## src/hdl/plfm_pkg.sv

```systemverilog
// ----------------------------------------------------------------------------
// plfm_pkg
// Types and codes shared by the price level matcher: operation kinds,
// result status codes, controller states and the slot table word.
// ----------------------------------------------------------------------------
package plfm_pkg;

  localparam int unsigned ID_W        = 32;
  localparam int unsigned QTY_W       = 32;
  localparam int unsigned PRICE_W     = 32;
  // Upper bound on trades produced by one match
  localparam int unsigned MAX_TRADES  = 16;
  localparam int unsigned TRADE_CNT_W = $clog2(MAX_TRADES);

  typedef enum logic [1:0] {
    KIND_ADD    = 2'd0,
    KIND_MATCH  = 2'd1,
    KIND_CANCEL = 2'd2
  } kind_e;

  typedef enum logic [2:0] {
    ST_ADDED     = 3'd0,
    ST_MISMATCH  = 3'd1,
    ST_FULL      = 3'd2,
    ST_TRADE     = 3'd3,
    ST_NOFILL    = 3'd4,
    ST_CANCELLED = 3'd5,
    ST_NOTFOUND  = 3'd6
  } status_e;

  typedef enum logic [1:0] {
    S_IDLE  = 2'd0,
    S_MATCH = 2'd1,
    S_SCAN  = 2'd2,
    S_EMIT  = 2'd3
  } state_e;

  // One resting order as stored in the slot table
  typedef struct packed {
    logic [ID_W-1:0]  id;
    logic [QTY_W-1:0] qty;
  } slot_t;

endpackage

```

## src/hdl/price_level_fifo_matcher_core.sv

```systemverilog
// ----------------------------------------------------------------------------
// price_level_fifo_matcher_core
// One order book price level: a time-ordered queue of resting orders held
// in a circular slot table memory, with add, match and cancel operations.
// ----------------------------------------------------------------------------
//
// Channel  | Dir | Handshake                 | Payload
// ---------+-----+---------------------------+--------------------------------
// in       | in  | in_valid_i / in_stall_o   | kind, order_id, side, price,
//          |     |                           | quantity
// out      | out | out_valid_o / out_stall_i | status, buy_id, sell_id,
//          |     |                           | trade_qty, resting_left,
//          |     |                           | incoming_left, level_empty, last
// cfg      | in  | cfg_valid_i / cfg_ready_o | level_price (cfg_data_i)
//
// Add, and match or cancel that finish at once: accepted, then the result.
// Match: accepted, then one trade per cycle unless the output stalls; the slot
//   table read of the next head is issued while the current trade is formed.
// Cancel: the slot table is walked one entry per cycle from the head, and the
//   entries behind the hit move up on the way; then the result is given.
// Reset clears the queue pointers and count; the slot table is not cleared.
// An output stall holds the match and result states and the match read data.

module price_level_fifo_matcher_core
  import plfm_pkg::*;
#(
  parameter int unsigned LEVEL_DEPTH = 16
) (
  input  logic               clk_i,
  input  logic               rst_ni,
  // configuration write
  input  logic               cfg_valid_i,
  output logic               cfg_ready_o,
  input  logic [PRICE_W-1:0] cfg_data_i,
  // input items
  input  logic               in_valid_i,
  output logic               in_stall_o,
  input  logic [1:0]         kind_i,
  input  logic [ID_W-1:0]    order_id_i,
  input  logic               side_i,
  input  logic [PRICE_W-1:0] price_i,
  input  logic [QTY_W-1:0]   quantity_i,
  // result items
  output logic               out_valid_o,
  input  logic               out_stall_i,
  output logic [2:0]         status_o,
  output logic [ID_W-1:0]    buy_id_o,
  output logic [ID_W-1:0]    sell_id_o,
  output logic [QTY_W-1:0]   trade_qty_o,
  output logic [QTY_W-1:0]   resting_left_o,
  output logic [QTY_W-1:0]   incoming_left_o,
  output logic               level_empty_o,
  output logic               last_o
);

  localparam int unsigned IdxW = $clog2(LEVEL_DEPTH);
  localparam int unsigned CntW = $clog2(LEVEL_DEPTH + 1);
  localparam logic [IdxW-1:0] LastIdx = IdxW'(LEVEL_DEPTH - 1);
  localparam logic [CntW-1:0] FullCnt = CntW'(LEVEL_DEPTH);
  localparam logic [TRADE_CNT_W-1:0] LastTrade = TRADE_CNT_W'(MAX_TRADES - 1);

  // --------------------------------------------------------------------------
  // State
  // --------------------------------------------------------------------------
  state_e                 state_q, state_d;
  logic [IdxW-1:0]        head_q, head_d;
  logic [IdxW-1:0]        tail_q, tail_d;
  logic [CntW-1:0]        count_q, count_d;
  logic [PRICE_W-1:0]     price_q;
  logic [ID_W-1:0]        oid_q, oid_d;
  logic                   side_q, side_d;
  logic [QTY_W-1:0]       left_q, left_d;
  logic [TRADE_CNT_W-1:0] ntr_q, ntr_d;
  logic [CntW-1:0]        scan_pos_q, scan_pos_d;
  logic [IdxW-1:0]        scan_addr_q, scan_addr_d;
  logic [IdxW-1:0]        prev_addr_q, prev_addr_d;
  logic                   found_q, found_d;
  status_e                res_q, res_d;

  // Slot table memory
  slot_t                  mem_q [LEVEL_DEPTH];
  slot_t                  rdata_q;
  logic                   mem_we, mem_re;
  logic [IdxW-1:0]        mem_waddr, mem_raddr;
  slot_t                  mem_wdata;

  // Output register
  logic                   out_valid_q;
  status_e                out_status_q;
  logic [ID_W-1:0]        out_buy_q, out_sell_q;
  logic [QTY_W-1:0]       out_tq_q, out_rl_q, out_il_q;
  logic                   out_empty_q, out_last_q;
  logic                   out_load;
  status_e                out_status_d;
  logic [ID_W-1:0]        out_buy_d, out_sell_d;
  logic [QTY_W-1:0]       out_tq_d, out_rl_d, out_il_d;
  logic                   out_empty_d, out_last_d;

  // --------------------------------------------------------------------------
  // Helpers
  // --------------------------------------------------------------------------
  function automatic logic [IdxW-1:0] wrap_inc(input logic [IdxW-1:0] i);
    return (i == LastIdx) ? '0 : i + IdxW'(1);
  endfunction

  function automatic logic [IdxW-1:0] wrap_dec(input logic [IdxW-1:0] i);
    return (i == '0) ? LastIdx : i - IdxW'(1);
  endfunction

  // --------------------------------------------------------------------------
  // Shared conditions
  // --------------------------------------------------------------------------
  logic            in_xfer, can_load;
  kind_e           kind;
  logic            price_ok, full, empty;
  // match step
  logic [QTY_W-1:0] fill_amt, new_left, rest_left;
  logic            removed, match_go;
  logic [CntW-1:0] cnt_after;
  // cancel walk
  logic            id_hit, found_now, last_pos;

  assign kind      = kind_e'(kind_i);
  assign in_stall_o = (state_q != S_IDLE);
  assign in_xfer   = in_valid_i && !in_stall_o;
  assign can_load  = !out_valid_q || !out_stall_i;
  assign price_ok  = (price_i == price_q);
  assign full      = (count_q == FullCnt);
  assign empty     = (count_q == '0);

  assign fill_amt  = (left_q < rdata_q.qty) ? left_q : rdata_q.qty;
  assign new_left  = left_q - fill_amt;
  assign rest_left = rdata_q.qty - fill_amt;
  assign removed   = (rest_left == '0);
  assign cnt_after = removed ? count_q - CntW'(1) : count_q;
  assign match_go  = (new_left != '0) && (cnt_after != '0) && (ntr_q != LastTrade);

  assign id_hit    = (rdata_q.id == oid_q);
  assign found_now = found_q || id_hit;
  assign last_pos  = (scan_pos_q == count_q - CntW'(1));

  // --------------------------------------------------------------------------
  // Next state
  // --------------------------------------------------------------------------
  always_comb begin
    state_d = state_q;
    case (state_q)
      S_IDLE: begin
        if (in_xfer) begin
          case (kind)
            KIND_ADD:    state_d = S_EMIT;
            KIND_MATCH:  state_d = (quantity_i == '0 || empty) ? S_EMIT : S_MATCH;
            KIND_CANCEL: state_d = empty ? S_EMIT : S_SCAN;
            default:     state_d = S_IDLE;
          endcase
        end
      end
      S_MATCH: begin
        if (can_load && !match_go) begin
          state_d = S_IDLE;
        end
      end
      S_SCAN: begin
        if (last_pos) begin
          state_d = S_EMIT;
        end
      end
      S_EMIT: begin
        if (can_load) begin
          state_d = S_IDLE;
        end
      end
      default: state_d = S_IDLE;
    endcase
  end

  // --------------------------------------------------------------------------
  // Datapath control: table access, queue pointers, results
  // --------------------------------------------------------------------------
  always_comb begin
    head_d       = head_q;
    tail_d       = tail_q;
    count_d      = count_q;
    oid_d        = oid_q;
    side_d       = side_q;
    left_d       = left_q;
    ntr_d        = ntr_q;
    scan_pos_d   = scan_pos_q;
    scan_addr_d  = scan_addr_q;
    prev_addr_d  = prev_addr_q;
    found_d      = found_q;
    res_d        = res_q;
    mem_we       = 1'b0;
    mem_waddr    = head_q;
    mem_wdata    = rdata_q;
    mem_re       = 1'b0;
    mem_raddr    = head_q;
    out_load     = 1'b0;
    out_status_d = res_q;
    out_buy_d    = '0;
    out_sell_d   = '0;
    out_tq_d     = '0;
    out_rl_d     = '0;
    out_il_d     = '0;
    out_empty_d  = empty;
    out_last_d   = 1'b1;
    case (state_q)
      S_IDLE: begin
        if (in_xfer) begin
          oid_d  = order_id_i;
          side_d = side_i;
          left_d = quantity_i;
          case (kind)
            KIND_ADD: begin
              if (!price_ok) begin
                res_d = ST_MISMATCH;
              end else if (full) begin
                res_d = ST_FULL;
              end else begin
                // rest the order at the tail
                mem_we    = 1'b1;
                mem_waddr = tail_q;
                mem_wdata = '{id: order_id_i, qty: quantity_i};
                tail_d    = wrap_inc(tail_q);
                count_d   = count_q + CntW'(1);
                res_d     = ST_ADDED;
              end
            end
            KIND_MATCH: begin
              res_d  = ST_NOFILL;
              ntr_d  = '0;
              mem_re = 1'b1;
            end
            KIND_CANCEL: begin
              res_d       = ST_NOTFOUND;
              mem_re      = 1'b1;
              scan_pos_d  = '0;
              scan_addr_d = head_q;
              found_d     = 1'b0;
            end
            default: ;
          endcase
        end
      end
      S_MATCH: begin
        if (can_load) begin
          // fill against the head and prefetch the following slot
          mem_we       = 1'b1;
          mem_waddr    = head_q;
          mem_wdata    = '{id: rdata_q.id, qty: rest_left};
          mem_re       = 1'b1;
          mem_raddr    = wrap_inc(head_q);
          left_d       = new_left;
          ntr_d        = ntr_q + TRADE_CNT_W'(1);
          count_d      = cnt_after;
          if (removed) begin
            head_d = wrap_inc(head_q);
          end
          out_load     = 1'b1;
          out_status_d = ST_TRADE;
          out_buy_d    = side_q ? rdata_q.id : oid_q;
          out_sell_d   = side_q ? oid_q : rdata_q.id;
          out_tq_d     = fill_amt;
          out_rl_d     = rest_left;
          out_il_d     = new_left;
          out_empty_d  = (cnt_after == '0);
          out_last_d   = !match_go;
        end
      end
      S_SCAN: begin
        // walk one slot per cycle; after the hit, move each slot up by one
        mem_re      = 1'b1;
        mem_raddr   = wrap_inc(scan_addr_q);
        scan_addr_d = wrap_inc(scan_addr_q);
        prev_addr_d = scan_addr_q;
        scan_pos_d  = scan_pos_q + CntW'(1);
        found_d     = found_now;
        if (found_q) begin
          mem_we    = 1'b1;
          mem_waddr = prev_addr_q;
          mem_wdata = rdata_q;
        end
        if (last_pos) begin
          if (found_now) begin
            res_d   = ST_CANCELLED;
            tail_d  = wrap_dec(tail_q);
            count_d = count_q - CntW'(1);
          end else begin
            res_d = ST_NOTFOUND;
          end
        end
      end
      S_EMIT: begin
        if (can_load) begin
          out_load     = 1'b1;
          out_status_d = res_q;
          out_il_d     = (res_q == ST_NOFILL) ? left_q : '0;
        end
      end
      default: ;
    endcase
  end

  // --------------------------------------------------------------------------
  // Control registers
  // --------------------------------------------------------------------------
  always_ff @(posedge clk_i or negedge rst_ni) begin
    if (!rst_ni) begin
      state_q     <= S_IDLE;
      head_q      <= '0;
      tail_q      <= '0;
      count_q     <= '0;
      price_q     <= '0;
      out_valid_q <= 1'b0;
    end else begin
      state_q <= state_d;
      head_q  <= head_d;
      tail_q  <= tail_d;
      count_q <= count_d;
      if (cfg_valid_i && cfg_ready_o) begin
        price_q <= cfg_data_i;
      end
      if (out_load) begin
        out_valid_q <= 1'b1;
      end else if (!out_stall_i) begin
        out_valid_q <= 1'b0;
      end
    end
  end

  // Working registers of the item in progress
  always_ff @(posedge clk_i) begin
    oid_q       <= oid_d;
    side_q      <= side_d;
    left_q      <= left_d;
    ntr_q       <= ntr_d;
    scan_pos_q  <= scan_pos_d;
    scan_addr_q <= scan_addr_d;
    prev_addr_q <= prev_addr_d;
    found_q     <= found_d;
    res_q       <= res_d;
  end

  // Result payload, loaded together with the valid
  always_ff @(posedge clk_i) begin
    if (out_load) begin
      out_status_q <= out_status_d;
      out_buy_q    <= out_buy_d;
      out_sell_q   <= out_sell_d;
      out_tq_q     <= out_tq_d;
      out_rl_q     <= out_rl_d;
      out_il_q     <= out_il_d;
      out_empty_q  <= out_empty_d;
      out_last_q   <= out_last_d;
    end
  end

  // --------------------------------------------------------------------------
  // Slot table: one write port, one registered read port
  // --------------------------------------------------------------------------
  always_ff @(posedge clk_i) begin
    if (mem_we) begin
      mem_q[mem_waddr] <= mem_wdata;
    end
    if (mem_re) begin
      rdata_q <= mem_q[mem_raddr];
    end
  end

  // --------------------------------------------------------------------------
  // Ports
  // --------------------------------------------------------------------------
  assign cfg_ready_o     = 1'b1;
  assign out_valid_o     = out_valid_q;
  assign status_o        = out_status_q;
  assign buy_id_o        = out_buy_q;
  assign sell_id_o       = out_sell_q;
  assign trade_qty_o     = out_tq_q;
  assign resting_left_o  = out_rl_q;
  assign incoming_left_o = out_il_q;
  assign level_empty_o   = out_empty_q;
  assign last_o          = out_last_q;

`ifndef SYNTHESIS
  // Resting count never exceeds the table depth
  a_count_range: assert property (@(posedge clk_i) disable iff (!rst_ni)
    count_q <= FullCnt)
    else $error("resting count above level depth");

  // A partly filled resting order ends the match
  a_partial_last: assert property (@(posedge clk_i) disable iff (!rst_ni)
    (out_valid_o && status_o == ST_TRADE && resting_left_o != '0) |-> last_o)
    else $error("trade with resting remainder not marked last");

  // A no fill comes only from an empty level or a zero quantity
  a_nofill_cause: assert property (@(posedge clk_i) disable iff (!rst_ni)
    (out_valid_o && status_o == ST_NOFILL) |-> (level_empty_o || incoming_left_o == '0))
    else $error("no fill on a non-empty level with quantity");

  // An empty level leaves head and tail together
  a_empty_ptrs: assert property (@(posedge clk_i) disable iff (!rst_ni)
    (count_q == '0) |-> (head_q == tail_q))
    else $error("empty level with head and tail apart");
`endif

endmodule

```

## config.mk

```make
export PLATFORM = sky130hd
export DESIGN_NAME = price_level_fifo_matcher_core
export DESIGN_NICKNAME = d
export VERILOG_FILES = /design/src/hdl/plfm_pkg.sv /design/src/hdl/price_level_fifo_matcher_core.sv
export SDC_FILE = /design/constraint.sdc
export NUM_CORES = 2
export LEC_CHECK = 0
export ABC_AREA = 1
export BUFFER_PORTS_ARGS = -buffer_cell sky130_fd_sc_hd__buf_2
export CAP_MARGIN = 15
export CORE_UTILIZATION = 46
export DETAILED_ROUTE_END_ITERATION = 16
export PLACE_DENSITY = 0.59
export SYNTH_ARGS = -nofsm -noshare
export SYNTH_HDL_FRONTEND = slang
export SYNTH_SLANG_ARGS = --single-unit
```

## constraint.sdc

```tcl
create_clock -name clk_i -period 11.2 [get_ports clk_i]
set_input_delay 0.56 -clock clk_i [delete_from_list [all_inputs] [get_ports clk_i]]
set_output_delay 0.56 -clock clk_i [all_outputs]
set_load 0.005 [all_outputs]
```

# After elaboration in Yosys (flattened, before gate mapping)
# Memories as Yosys holds them, arrays and structs flattened. A register that Yosys moved wholly into a read port is not among the register bits.
# Index checks and enable logic that the tools add are counted.
[word_totals] ramBits=1024 latch_bits=0 out_inout_bits=168 rom_bits=0 memories=1 regBits=299
[classes] n_eq_ne=27 shifts=0 n_mux=91 mul=0 addsub=10 bitwise_logic=0 reduce_logical=36 div=0 order_cmp=1
[memory_table] memory="mem_q" words=16 word_bits=64 rd=1 rd_clocked_by_memory_dff=1 write_ports=1 line="price_level_fifo_matcher_core.sv:81" source="slot_t mem_q [LEVEL_DEPTH];"
[ops] operator="32-bit two-way mux" count=9
[ops] operator="64-bit two-way mux" count=4
[ops] operator="32-bit case mux with 2 select lines" count=2
[ops] operator="64-bit case mux with 2 select lines" count=1
[ops] operator="4-bit two-way mux" count=21
[ops] operator="32-bit equality test" count=2
[ops] operator="32-bit zero test" count=2
[ops] operator="32-bit subtractor" count=2
[ops] operator="5-bit two-way mux" count=10
[ops] operator="4-bit case mux with 2 select lines" count=5
[ops] operator="32-bit < comparator" count=1
[ops] operator="32-bit nonzero test" count=1
[ops] operator="1-bit two-way mux" count=18
[ops] operator="2-bit != test, second input constant" count=9
[ops] operator="4-bit by 1-bit adder with 4-bit output, second input constant" count=4
[ops] operator="2-bit two-way mux" count=8
[ops] operator="5-bit case mux with 3 select lines" count=1
[ops] operator="4-bit equality test, second input constant" count=3
[ops] operator="3-bit two-way mux" count=4
[ops] operator="4-bit AND reduction" count=3
[ops] operator="5-bit by 1-bit adder with 5-bit output, second input constant" count=2
[ops] operator="5-bit zero test" count=2
[ops] operator="5-bit case mux with 2 select lines" count=1
[ops] operator="3-bit case mux with 3 select lines" count=1
[ops] operator="other kinds (28)" count=49

# Depth between registers and ports, before layout
[logic_depth] depth_word=12 ltp_mapped=47

# Worst setup path after synthesis
# Ideal clock, no wire load.
[synth_path] kind="register -> register" start="register state_q[1]" end="register out_il_q[0] (netlist: incoming_left_o[0]), data pin" t_arrival_ns=9.038 path_stages_with_launch=8 path_slack_ns=2.014 n_path_buf=1 setup_time_ns=0.147 cell_sequence="dfrtp_1 -> inv_1 -> ha_1 -> nor2_1 -> nor2_1 -> inv_1 -> clkbuf_1 -> a21oi_1"
[synth_via] elab_chain_len=2 word_cells_on_any_way=3 cone_classes="eq/ne: 2; mux: 1"
[synth_rtl] element="start, declared" line="price_level_fifo_matcher_core.sv:65" source="state_e state_q, state_d;"
[synth_rtl] element="start signal, assigned" line="price_level_fifo_matcher_core.sv:316" source="state_q <= state_d;"
[synth_rtl] element="2-bit equality test or 2-bit by 1-bit equality test with 1-bit output (tied branches)" line="price_level_fifo_matcher_core.sv:207" source="case (state_q)"
[synth_rtl] element="32-bit case mux with 2 select lines *" line="price_level_fifo_matcher_core.sv:207"
[synth_rtl] element="named net out_il_d[0]" line="price_level_fifo_matcher_core.sv:96" source="logic [QTY_W-1:0] out_tq_d, out_rl_d, out_il_d;"
[synth_rtl] element="end signal, assigned" line="price_level_fifo_matcher_core.sv:352" source="out_il_q <= out_il_d;"
[synth_rtl] element="end, declared" line="price_level_fifo_matcher_core.sv:91" source="logic [QTY_W-1:0] out_tq_q, out_rl_q, out_il_q;"
# Mark *: on every way through the listed nets, which the timed path passes. The rest lies on a longest branch.
# A chain may end at the register's enable or synchronous reset.

# Worst setup path after layout
[layout_path] start="register rdata_q[29] (netlist name)" end="register state_q[0]"
[layout_via] elab_chain_len=12 word_cells_on_any_way=14 cone_classes="add/sub: 2; order compare: 1; eq/ne: 1; mux: 2; reduce/logical: 8"
[layout_rtl] element="32-bit < comparator" line="price_level_fifo_matcher_core.sv:131" source="assign fill_amt = (left_q < rdata_q.qty) ? left_q : rdata_q.qty;"
[layout_rtl] element="32-bit two-way mux" line="price_level_fifo_matcher_core.sv:131"
[layout_rtl] element="32-bit subtractor" line="price_level_fifo_matcher_core.sv:133" source="assign rest_left = rdata_q.qty - fill_amt;"
[layout_rtl] element="32-bit zero test" line="price_level_fifo_matcher_core.sv:134" source="assign removed = (rest_left == '0);"
[layout_rtl] element="5-bit two-way mux" line="price_level_fifo_matcher_core.sv:135" source="assign cnt_after = removed ? count_q - CntW'(1) : count_q;"
[layout_rtl] element="5-bit nonzero test" line="price_level_fifo_matcher_core.sv:136" source="assign match_go = (new_left != '0) && (cnt_after != '0) && (ntr_q != LastTrade);"
[layout_rtl] element="1-bit logical AND * (2 in series)" line="price_level_fifo_matcher_core.sv:136"
[layout_rtl] element="1-bit zero test *" line="price_level_fifo_matcher_core.sv:159" source="if (can_load && !match_go) begin"
[layout_rtl] element="1-bit logical AND *" line="price_level_fifo_matcher_core.sv:159"
[layout_rtl] element="2-bit != test (no line) *"
[layout_rtl] element="4-bit AND reduction (no line) *"
# Mark *: on every way between the ends. The rest lies on a longest branch, timed or not.

==> impl_summary.txt <==
----------------------------------------------------
[Run status]
  Result of the run ... complete, no violations

[Yosys]
  Share of synthesized flip-flops with an asynchronous set or reset ... 3.46%
  Combinational family with the most area after synthesis ... simple AND/OR/NAND/NOR gates
  Main synth FF type ... edfxtp_1
  XOR/XNOR share of the synthesized area ... 1.12%
  Compound-gate portion of the synthesized area ... 12.1%
  Cell variety after synth ... 62
  Post-Syn Nets ... 6022
  Post-Synthesis Mean Instance Area ... 10.9 um^2
  Leading post-synthesis cells by cell area ... edfxtp_1 (64%), nand2_1 (5.6%), inv_1 (4.3%)
  Most common cell in the netlist ... edfxtp_1
  Synthesized-area fraction occupied by adder cells ... 2.26%
  Warnings, synthesis ... 0
  Number of synthesized flops with an enable pin ... 1339
  Share of cell area taken by muxes after synthesis ... 0.338%
  Top cell types by occurrence after synthesis ... edfxtp_1 (1339), nand2_1 (936), inv_1 (729)
  Cell taking the most area after synthesis ... edfxtp_1
  Post-synthesis cell area ... 0.0632 mm^2
  Number of instances in the synthesized netlist ... 5773
  #FFs+latches synth ... 1387
  Post-synthesis share of cell area spent on and, or, nand and nor gates ... 12.5%
  Share of the synthesized area in the top cell type ... 63.6%
  Fraction of the yosys area taken by sequential cells ... 65.5%

[Critical path]
  Launching element type of the critical path ... register
  Crit path max-delay cell type ... o21ai_0
  Max FO, Critical Path ... 66
  Req. time, crit path ... 11.85 ns
  Highest cell delay on the worst timing path ... 0.74 ns
  Crit path capture type ... register
  Setup CP Type ... reg -> reg
  Crit path top cell by count ... nand2_1
  Worst path arrival time ... 7.06 ns

[Timing]
  Final Cycle Share ... 57.3%
  Final setup violation count ... 0
  Slew at the pin closest to its max-slew limit ... 1.16 ns
  Final setup TNS ... 0 ns
  Final clock skew ... 0.0265 ns
  Slew Limit Fails ... 0
  Worst slack on hold paths ... 0.0448 ns
  Final critical delay including setup and external delays ... 6.41 ns
  Highest achievable clock rate ... 156 MHz
  Setup repair after global routing missed its margin ... no
  Relative max-transition margin ... 22.3%
  Count of endpoints failing hold in the final timing report ... 0

[Clock tree]
  Buffer levels on the longest clock path ... 3
  CTS tree ... yes
  Clock Pin Slew Worst Setup and Hold Paths ... 0.06 ns
  Post-CTS setup-driven buffer insertion count ... 0
  Insertion delay of the later-clocked pin in the worst-skew pair ... 0.77 ns
  Num Clock Sinks ... 1387
  CTS Root Buffer Type ... clkbuf_16
  Inserted Clock Buffers ... 151
  H-tree level count ... 4

[Global route]
  Met1 routing resource usage after global routing ... 36.0%
  Global-route wire length before repair ... 265000 um
  GR Overflow Total ... 0
  Antenna violations before repair ... 3
  Vias in the first global route ... 41.6k
  All-Layer GR Usage ... 25.3%
  Maximum number of pins on one net before global-route repair ... 253
  Met3 Resource Use GR ... 3.74%
  Grt met2 use ... 40.6%
  Peak-usage layer in the global routing report ... met2

[Routing]
  Vias post-DR ... 44.3k
  Post-Route WL ... 178000 um
  Via/cell ratio ... 5.56
  WL/cell ... 22.3 um
  DRC Markers ... 0
  Initial DRT Pass Iterations ... 6
  First DRT Iteration DRCs ... 4616
  Remaining number of nets flagged by the antenna check after routing ... 0

[Finish]
  Filler cell count in the final layout ... 11.8k
  Area added between synthesis and finish ... 14.4%
  Number of nets in the final layout ... 6329
  Ratio of cells with drive above 1 in the final layout ... 12.4%
  Number of flip-flops in the largest register ... 1024
  Biggest register ... mem_q
  Top Registers ... mem_q: 1024 flops, rdata_q: 64 flops

[Die]
  Vertical die dimension ... 373 um
  Area inside the core boundary ... 0.136 mm^2
  X dimension of the die ... 373 um
  Top-Level Pins ... 304
  Initial Util ... 46.5%
  Full die area ... 0.139 mm^2
  Number of standard-cell rows in the floorplan ... 135

[Job]
  Count of maximum capacitance violations ... 0

[Place]
  Weighted congestion at the end of routability-driven global placement ... 0.947
  Half-perimeter wire length after placement ... 105000 um
  Buffers on Ports ... 302

[Power and ir drop]
  Power density over the cells ... 329 mW/mm^2
  VDD IR max ... 195 uV
  Leakage power total ... 0.0270 uW

[Min path]
  Class of the tightest hold or removal check ... in -> reg

----------------------------------------------------
==> per-layer routing <==
| layer | share of wire, % | vias up |
|---|---|---|
| li1 | - | 20994 |
| met1 | 44 | 21471 |
| met2 | 47 | 1587 |
| met3 | 7.1 | 255 |
| met4 | 2.0 | 2 |
| met5 | 0.0073 | - |
==> metrics by stage <==
stage	util [%]	setup WS (ns)	total power, uW	cell area [um^2]	std cells
2_1_floorplan	-	2.01	15300	63200	5773
3_3_place_gp	49.1	4.98	18700	66800	7644
3_5_place_dp	49.1	4.82	18800	66800	7646
4_1_cts	53.2	4.80	23800	72300	7968
5_1_grt	53.2	4.34	25200	72300	7973
6_report	53.2	4.79	23800	72300	7975
==> logic make-up after synthesis <==
logic type | Yosys count
simple gates | 1816
flops | 1387
compound gates | 1319
buf+inv | 1038
fa+ha+maj | 113
xor+xnor | 80
mux | 19
other cells | 1
==> power by group <==
part | switching [uW] | leakage, uW | internal, uW
combinational | 7450 | 0.0119 | 3060
sequential | 438 | 0.0128 | 7890
clock | 2050 | 0.00238 | 2900
total | 9940 | 0.0270 | 13900
==> cells in the final DEF (no fill, tap or decap), types with 22 or more instances in the layout <==
cell type / synthesis / routed
edfxtp_1: 1339 / 1339
nand2_1: 936 / 936
inv_1: 729 / 725
nand3_1: 485 / 484
a21oi_1: 471 / 471
o21ai_0: 472 / 471
buf_2: 0 / 302
o211ai_1: 267 / 267
nor2_1: 222 / 204
clkbuf_16: 0 / 157
ha_1: 111 / 109
buf_4: 1 / 93
dlygate4sd3_1: 0 / 57
xnor2_1: 54 / 54
dfrtp_1: 48 / 48
nand4_1: 34 / 34
or2_2: 33 / 33
nor3_1: 29 / 29
clkinv_1: 2 / 27
xor2_1: 25 / 25
clkinv_2: 0 / 25
clkbuf_1: 256 / 23
nor2_4: 4 / 22
==> final timing paths <==
path,start,to,slack (ns),depth (start not counted)
max,rdata_q[29],state_q[0],4.79,34
min reg2reg,scan_addr_q[1],prev_addr_q[1],0.49,0
min in group asynchronous,rst_ni,price_q[8],0.49,3
max in group asynchronous,rst_ni,price_q[15],10.26,3
max reg2reg,rdata_q[29],state_q[0],4.79,34
min,order_id_i[10],oid_q[10],0.04,1
==> cell type report <==
type,instances,area (um^2),share of cell area (%)
Sequential cell,1387,41400,57.3
Timing Repair Buffer,458,2900,4.01
Inverter,734,2770,3.83
Tap cell,1781,2230,3.08
Clock inverter,85,878,1.21
Multi-Input combinational cell,3348,18100,25.0
Antenna cell,2,5.00,0.00692
Clock buffer,180,4020,5.55
==> what timing repair did <==
item | CTS | global route
resized for setup | 0 | 0
hold endpoints to repair | 104 | 0
hold buffers | 57 | 0
==> worst max-delay path: cells and delay by family, from the launching register on <==
kind                       cells  cell delay, ns
AOI/OAI and AO/OA              7            2.05
adders and majority gates      2            0.63
buffers and inverters          3            0.50
DFF                            1            0.42
and+or+nand+nor               22            2.67
(Power assumes the default switching activity.)
